===== config.mk =====
export PLATFORM = sky130hd
export DESIGN_NAME = ttps_ctrl
export DESIGN_NICKNAME = d
export VERILOG_FILES = /design/src/sv/ttps_pkg.sv /design/src/sv/ttps_ctrl.sv
export SDC_FILE = /design/constraint.sdc
export NUM_CORES = 1
export LEC_CHECK = 0
export CELL_PAD_IN_SITES_DETAIL_PLACEMENT = 0
export CELL_PAD_IN_SITES_GLOBAL_PLACEMENT = 1
export CORE_AREA = 2 2 39 41
export CTS_BUF_LIST = sky130_fd_sc_hd__clkbuf_4 sky130_fd_sc_hd__clkbuf_8
export DETAILED_ROUTE_END_ITERATION = 10
export DIE_AREA = 0 0 41 43
export DONT_BUFFER_PORTS = 1
export GPL_TIMING_DRIVEN = 0
export PLACE_DENSITY_LB_ADDON = 0.1
export SYNTH_ARGS = -nofsm -noshare
export SYNTH_HDL_FRONTEND = slang
export SYNTH_SLANG_ARGS = --single-unit

===== constraint.sdc =====
create_clock -name clk -period 2.29 [get_ports clk]
set_input_delay 0.1145 -clock clk [delete_from_list [all_inputs] [get_ports clk]]
set_output_delay 0.1145 -clock clk [all_outputs]
set_load 0.02 [all_outputs]

===== src/sv/ttps_pkg.sv =====
// ttps_pkg: shared types, constants and helper functions of the transposition table
// probe and store unit. Used by the interfaces, the controller, the datapath and
// the top level. No dependencies.
package ttps_pkg;

  localparam int TABLE_ENTRIES_DEF = 4096;

  localparam int KEY_W   = 64;
  localparam int DEPTH_W = 8;
  localparam int KIND_W  = 2;
  localparam int SCORE_W = 16;
  localparam int SQ_W    = 6;
  localparam int MOVE_W  = 7;

  // request codes
  localparam logic REQ_STORE = 1'b0;
  localparam logic REQ_PROBE = 1'b1;

  // bound kinds
  localparam logic [KIND_W-1:0] KIND_EXACT = 2'd0;
  localparam logic [KIND_W-1:0] KIND_LOWER = 2'd1;
  localparam logic [KIND_W-1:0] KIND_UPPER = 2'd2;

  localparam logic signed [SCORE_W-1:0] SCORE_MIN = 16'sh8000;
  localparam logic signed [SCORE_W-1:0] SCORE_MAX = 16'sh7fff;

  localparam logic [MOVE_W-1:0] MISS_SQUARE = 7'd64;

  typedef enum logic [1:0] {
    ST_CLEAR,
    ST_IDLE,
    ST_ACCESS,
    ST_EVAL
  } state_t;

  typedef struct packed {
    logic                      req_type;
    logic [KEY_W-1:0]          pos_key;
    logic [DEPTH_W-1:0]        search_depth;
    logic [KIND_W-1:0]         bound_kind;
    logic signed [SCORE_W-1:0] score_in;
    logic [SQ_W-1:0]           from_square;
    logic [SQ_W-1:0]           to_square;
    logic signed [SCORE_W-1:0] alpha_bound;
    logic signed [SCORE_W-1:0] beta_bound;
    logic                      side_black;
  } req_t;

  typedef struct packed {
    logic                      hit;
    logic signed [SCORE_W-1:0] score_out;
    logic [MOVE_W-1:0]         move_from;
    logic [MOVE_W-1:0]         move_to;
  } rsp_t;

  // one table entry besides its key, 39 bits
  typedef struct packed {
    logic                      black;
    logic [SQ_W-1:0]           to_sq;
    logic [SQ_W-1:0]           from_sq;
    logic signed [SCORE_W-1:0] score;
    logic [KIND_W-1:0]         kind;
    logic [DEPTH_W-1:0]        depth;
  } entry_t;

  // controller to datapath
  typedef struct packed {
    logic accept;
    logic clr_step;
    logic write;
    logic read;
    logic load_out;
  } cmd_t;

  // datapath to controller
  typedef struct packed {
    logic clr_last;
    logic idx_done;
    logic is_probe;
    logic out_free;
  } stat_t;

  // lower and upper swap, anything else becomes exact
  function automatic logic [KIND_W-1:0] flip_kind(input logic [KIND_W-1:0] k);
    logic [KIND_W-1:0] r;
    if (k == KIND_LOWER) begin
      r = KIND_UPPER;
    end else if (k == KIND_UPPER) begin
      r = KIND_LOWER;
    end else begin
      r = KIND_EXACT;
    end
    return r;
  endfunction

  // negation that saturates the most negative score
  function automatic logic signed [SCORE_W-1:0] neg_sat(input logic signed [SCORE_W-1:0] s);
    logic signed [SCORE_W-1:0] r;
    r = (s == SCORE_MIN) ? SCORE_MAX : -s;
    return r;
  endfunction

endpackage


===== src/sv/ttps_ctrl.sv =====
// ttps_ctrl: controller state machine of the probe and store unit.
// Depends on ttps_pkg.
module ttps_ctrl (
  input  logic            clk,
  input  logic            rst,
  input  logic            req_valid,
  output logic            req_ready,
  input  ttps_pkg::stat_t stat,
  output ttps_pkg::cmd_t  cmd
);

  ttps_pkg::state_t state, state_next;

  always_ff @(posedge clk) begin
    if (rst) begin
      state <= ttps_pkg::ST_CLEAR;
    end else begin
      state <= state_next;
    end
  end

  always_comb begin
    state_next = state;
    req_ready  = 1'b0;
    cmd        = '0;
    unique case (state)
      ttps_pkg::ST_CLEAR: begin
        cmd.clr_step = 1'b1;
        if (stat.clr_last) begin
          state_next = ttps_pkg::ST_IDLE;
        end
      end
      ttps_pkg::ST_IDLE: begin
        req_ready = 1'b1;
        if (req_valid) begin
          cmd.accept = 1'b1;
          state_next = ttps_pkg::ST_ACCESS;
        end
      end
      ttps_pkg::ST_ACCESS: begin
        if (stat.idx_done) begin
          if (stat.is_probe) begin
            cmd.read   = 1'b1;
            state_next = ttps_pkg::ST_EVAL;
          end else begin
            cmd.write  = 1'b1;
            state_next = ttps_pkg::ST_IDLE;
          end
        end
      end
      ttps_pkg::ST_EVAL: begin
        if (stat.out_free) begin
          cmd.load_out = 1'b1;
          state_next   = ttps_pkg::ST_IDLE;
        end
      end
      default: begin
        state_next = ttps_pkg::ST_IDLE;
      end
    endcase
  end

endmodule

==> metrics, run 1 <==
Core Rows 14; die height 43 um; cells along the critical path inv_1 -> ha_1 -> nor2b_4 -> a2111oi_4 -> mux2_4; GP Congestion 0.636; Final setup violation count 0; via count 183; RSZ-0062 raised after global routing false; drt total wl 478 um; Netlist Area Pre-Place 259 um2; grt peak-use layer met2; Area Growth Syn to Fin 16.4%; CP endpoint kind flop; met1 Track Usage GR 7.30%; worst-path maximum fanout 4; Clock transition at path regs 0.03 ns; vias per std cell 4.07; Routed WL per cell 10.6 um; H-tree depth 1; maximum resistive drop on vdd 0.000263 V; layout cell share with drive strength beyond 1 24.1%; post-CTS setup buffer count 0; GR Util met2 10.0%; Largest Register state; CTS sink cnt 2; top area cells in the synthesized netlist ha_1 29%, dfxtp_1 15%, a2111oi_4 11%; Hold Buf Count CTS 0; Core Box Area 1380 um2; outcome completed; Startpoint Class flop; diode count 0; synth unique cells 15; # IOs 13; largest registers state (2); Hold Vio Cnt, Final 0; syn nets 39; initial antenna violation count 0; fin. max-slew vios 0; area share of the largest cell type after synthesis 29.0%; final cell utilization of the core 21.8%; Worst-Margin Slew 0.675 ns; GRT Residual Overflow 0; GR met3 Demand/Resource 3.14%; largest net degree at the start of global routing 6; sequential-to-total area share from yosys stat 15.5%; synthesized area per cell 9.96 um2; Die X 41 um; gr usage total 7.30%; Iter 0 DRT Violations 1; Gate Count Post-Synth 26; Port Buf Inserts 0; DIE AREA 1760 um2; dominant cell type by area after synthesis ha_1; nets 44; kind of critical path reg -> reg; CP Data Required Time 2.39 ns; DRC Markers 0; leakage 0.139 nW; Max Root-Sink Buffers 2; Peak Freq 560 MHz; Max-Cap Viols 0; fin crit share 78.0%; first-pass GRT wire length 800 um; Clk Latency, worst-skew pair 0.23 ns; CTS root buf clkbuf_4; HPWL after detailed placement 412 um; Initial Utilization 18.7%; max-slew headroom at the worst pin 54.9%; Slowest-stage cell, CP a2111oi_4; largest stage delay on the critical path 0.39 ns; max FFs per register 2; skew final 0.00444 ns; vias in the first global route 196; CTS tree built; worst hold path type in -> reg; CTS Buf Count 3; Worst Path Arrival 1.89 ns; Routed Antenna Nets 0; Fin Setup TNS 0 ns; drt first pass iters 2; Yosys reg bits 2; Cell Pwr Density 954 nW/um2; fin crit period 1.79 ns; post_cts resized 0; # fillers 168; Yosys warning count 0
==> where the power goes <==
group	switching, mW	internal (mW)
clock	0.0202	0.0578
combinational	0.0814	0.0729
sequential	0.0104	0.0448
total	0.112	0.175
==> cell usage after synthesis <==
| cell type | count |
|---|---|
| a21oi_1 | 1 |
| nand2b_1 | 1 |
| and3_1 | 1 |
| and2_1 | 2 |
| mux2i_1 | 1 |
| or3b_2 | 1 |
| dfxtp_1 | 2 |
| a2111oi_4 | 1 |
| nor2b_1 | 2 |
| nor2_1 | 2 |
| inv_1 | 3 |
| nor2b_4 | 1 |
| ha_1 | 6 |
| mux2_4 | 1 |
| nor3b_1 | 1 |
==> routing by layer <==
layer / routed length [um] / vias up
li1: - / 92
met1: 175 / 85
met2: 260 / 6
met3: 42 / 0
met4: 0 / 0
met5: 0 / -
==> final timing paths <==
kind                                from  endpoint  slack (ns)  cells after the start
worst max register to register  state[0]  state[0]        0.50                      5
worst min register to register  state[1]  state[1]        0.54                      2
worst max-delay path            state[0]  state[0]        0.50                      5
worst min-delay path                 rst  state[1]        0.08                      2
==> cells in the final DEF, fill, tap and decap left out, drive strengths merged <==
master / netlist / routed
nor3b: 1 / 1
a2111oi: 1 / 1
ha: 6 / 6
clkbuf: 0 / 3
nand2b: 1 / 1
and3: 1 / 1
and2: 2 / 2
mux2: 1 / 1
dfxtp: 2 / 2
nor2: 2 / 2
mux2i: 1 / 1
a21oi: 1 / 1
inv: 3 / 3
or3b: 1 / 1
nor2b: 3 / 3
==> kinds of logic after synthesis <==
| kind of cell | after synthesis | synth area share [%] |
|---|---|---|
| DFF | 2 | 15.5 |
| buffers and inverters | 3 | 4.35 |
| AOI/OAI and AO/OA | 2 | 12.6 |
| and+or+nand+nor | 11 | 29.0 |
| muxes | 2 | 9.66 |
| adders and majority gates | 6 | 29.0 |
==> worst max-delay path: cells and delay by family, from the launching register on <==
family                     cells  cell delay (ns)
and+or+nand+nor                1             0.17
AOI/OAI and AO/OA              1             0.39
muxes                          1             0.33
adders and majority gates      1             0.30
DFF                            1             0.37
buffers and inverters          1             0.11
==> through the flow <==
stage          worst slack [ns]  hold WS (ns)  cell area [um2]  instances  power [mW]
6_report                  0.504        0.0836              302         45       0.288
5_1_grt                   0.396        0.0756              302         45       0.316
4_1_cts                   0.490        0.0730              302         45       0.296
3_5_place_dp              0.497         0.313              279         42       0.213
3_3_place_gp              0.464         0.317              279         42       0.215
2_1_floorplan             0.596         0.295              259         26       0.191
==> cell type report <==
cell class	count	area (um2)	area share, %
inverter	3	11.3	3.73
multi-input combinational	21	208	68.9
sequential	2	40.0	13.3
tap	16	20.0	6.64
clock buffer	3	22.5	7.47
No activity file was read; power rests on OpenSTA's default activity.
==> run 2, diff against run 1 <==
Settings changed: ABC_AREA set to 1.
Clock period 2.29 ns to 1.83 ns, I/O delays scaled along.
==> run 2 against run 1 <==
  * Synthesized cell count rose by 58%
  * Via count up 19%
  * Sequential share of layout area rose by 0.34 points
  * Final area fell by 2.5%
  * Largest power group unchanged
==> metrics, run 2 <==
outcome completed; synthesized area per cell 6.13 um2 (-38%); CP delay by family, top simple AND/OR/NAND/NOR gates; Slowest-stage cell, CP dfxtp_1; cell with the most instances after synthesis nand2_1; Buffers & Inverters on Critical Path 1 (unchanged); via count 218 (+19%); DIE AREA 1760 um2 (unchanged); gr usage total 6.91% (-0.39 points); Area Growth Syn to Fin 16.9%; vias in the first global route 195 (-0.51%); drt total wl 493 um (+3.1%); Largest Register state; largest stage delay on the critical path 0.40 ns (about the same); worst hold path type in -> reg; GRT Residual Overflow 0 (unchanged); most frequent CP cell nand2_1; fin crit share 75.3% (-2.7 points); Hold Vio Cnt, Final 0 (unchanged); Worst Path Arrival 1.49 ns (-0.40 ns); final worst slack 0.452 ns (-0.0523 ns); sequential-to-total area share from yosys stat 15.9% (+0.46 points); Cell Pwr Density 1380 nW/um2 (+45%); max-slew headroom at the worst pin 74.2% (+19 points); RSZ-0062 raised after global routing false; cells along the critical path inv_1 -> ha_1 -> nand2_1 -> nand2_2 -> nor2_4 -> nand2_1 -> nand2_1 -> nor2_1; GR Util met2 9.06% (-0.94 points); maximum resistive drop on vdd 0.000312 V (+19%); Synth Area in XOR/XNOR 0% (unchanged); mux cell area share after synthesis 0% (-9.7 points); Iter 0 DRT Violations 1 (unchanged); worst slack, placed 0.441 ns (-0.0557 ns); Core Box Area 1380 um2 (unchanged); Hold Buf Count CTS 0 (unchanged); r2r worst-path depth 8 (+3); leakage 0.185 nW (+33%); initial antenna violation count 0 (unchanged); Yosys warning count 0 (unchanged); Setup crit start state[0]; Core Rows 14 (unchanged); H-tree depth 1 (unchanged); post-CTS setup buffer count 0 (unchanged); HPWL after detailed placement 410 um (-0.53%); Gate Count Post-Synth 41 (+58%); dominant cell type by area after synthesis ha_1; FF-to-FF setup slack 0.45 ns (-0.05 ns); CP endpoint kind flop; Initial Utilization 18.2% (-0.54 points); Stages on worst setup path 8 (+3); Max-Cap Viols 0 (unchanged); Hold WS 0.0331 ns (-0.0506 ns); placed cell area 272 um2 (-2.7%); skew final 0.00153 ns (-0.00291 ns); largest family of logic cells by synthesized area simple AND/OR/NAND/NOR gates; Layout Cells excl Fill 60 (+33%); Post-Synth Adder-Cell Area 29.9% (+0.87 points); Netlist Area Pre-Place 251 um2 (-2.9%); CP Data Required Time 1.94 ns (-0.45 ns); Yosys reg bits 2 (unchanged); vias per std cell 3.63 (-11%); nets 59 (+34%); CTS root buf clkbuf_4; Compound-Gate Fraction of Synth Area 0% (-13 points); met1 Track Usage GR 7.96% (+0.66 points); Peak Freq 726 MHz (+30%); most common cell after layout, fill and taps aside nand2_1; syn nets 54 (+38%); top area cells in the synthesized netlist ha_1 30%, nand2_1 21%, dfxtp_1 16%; Most used DFF post-synth dfxtp_1; fin. max-slew vios 0 (unchanged); GP Congestion 0.601 (-5.5%); Clk Latency, worst-skew pair 0.22 ns (about the same); simple-gate share of the synthesized area 39.3% (+10 points); CTS tree built; highest-count cells in the layout ignoring fill and taps 14 x nand2_1, 10 x inv_1, 6 x nor2_1, 6 x ha_1, 3 x clkbuf_4; Port Buf Inserts 0 (unchanged); Max Root-Sink Buffers 2 (unchanged); largest net degree at the start of global routing 6 (unchanged); Finished Cell Area 294 um2 (-2.5%); grt peak-use layer met2; synth unique cells 7 (-8); layout cell share with drive strength beyond 1 13.6% (-11 points); drt first pass iters 2 (unchanged); fin crit period 1.38 ns (-0.408 ns); start of the worst register-to-register path state[0]; largest registers state (2); r2r endpoint state[1]; die height 43 um (unchanged); Worst Setup EP state[1]; max FFs per register 2 (unchanged); Fin Setup TNS 0 ns (unchanged); Die X 41 um (unchanged); Final setup violation count 0 (unchanged); Startpoint Class flop; share of flip-flops with an asynchronous set or reset 0% (unchanged); post_cts resized 0 (unchanged); GR met3 Demand/Resource 3.14% (unchanged); # fillers 171 (+1.8%); Worst-Margin Slew 0.386 ns (-0.289 ns); DRC Markers 0 (unchanged); CTS Buf Count 3 (unchanged); kind of critical path reg -> reg; CTS sink cnt 2 (unchanged); number of synthesized flops with an enable pin 0 (unchanged); worst-path maximum fanout 5 (+1); synth cell count leaders 14 x nand2_1, 10 x inv_1, 6 x ha_1, 6 x nor2_1; area share of the largest cell type after synthesis 29.9% (+0.87 points); Worst Hold Path Cells 3 (+1); Routed Antenna Nets 0 (unchanged); diode count 0 (unchanged); Placed Cells 57 (+36%); # IOs 13 (unchanged); first-pass GRT wire length 772 um (-3.5%); Clock transition at path regs 0.03 ns (about the same); Routed WL per cell 8.22 um (-23%)
run 2: per-layer routing:
metal / up-vias / share of wire (%)
met5: - / 0
met4: 0 / 0
met3: 0 / 7.5
met2: 8 / 49
met1: 89 / 43
li1: 121 / -
run 2: area by class of cell:
cell class                 instances  area (um2)  share of cell area (%)
sequential                         2        40.0                    13.6
multi-input combinational         29         174                    59.1
clock buffer                       3        22.5                    7.66
tap                               16        20.0                    6.81
inverter                          10        37.5                    12.8
run 2: worst min-delay path by stage:
stage          start  endpoint  slack, ns
2_1_floorplan    rst  state[1]       0.25
6_report         rst  state[1]       0.03
3_5_place_dp     rst  state[1]       0.26
5_1_grt          rst  state[1]       0.02
4_1_cts          rst  state[1]       0.02
3_3_place_gp     rst  state[1]       0.26
run 2: cell families after synthesis:
logic type	after synthesis
buffers and inverters	10
DFF	2
adders and majority gates	6
and+or+nand+nor	23
run 2: report_power, final:
| part | switching, mW | internal (mW) |
|---|---|---|
| Clock | 0.0234 | 0.0722 |
| Combinational | 0.151 | 0.0771 |
| Sequential | 0.0230 | 0.0606 |
run 2: per-stage QoR:
stage / utilization [%] / power (mW)
5_1_grt: 21.2 / 0.462
2_1_floorplan: - / 0.280
6_report: 21.2 / 0.407
3_5_place_dp: 19.6 / 0.316
4_1_cts: 21.2 / 0.420
3_3_place_gp: 19.6 / 0.319
run 2: worst reg2reg max path, stage by stage, from the launching register on:
cell and delay, ns:
dfxtp_1 0.40, inv_1 0.11, ha_1 0.30, nand2_1 0.11, nand2_2 0.06, nor2_4 0.14, nand2_1 0.07, nand2_1 0.05
nor2_1 0.03
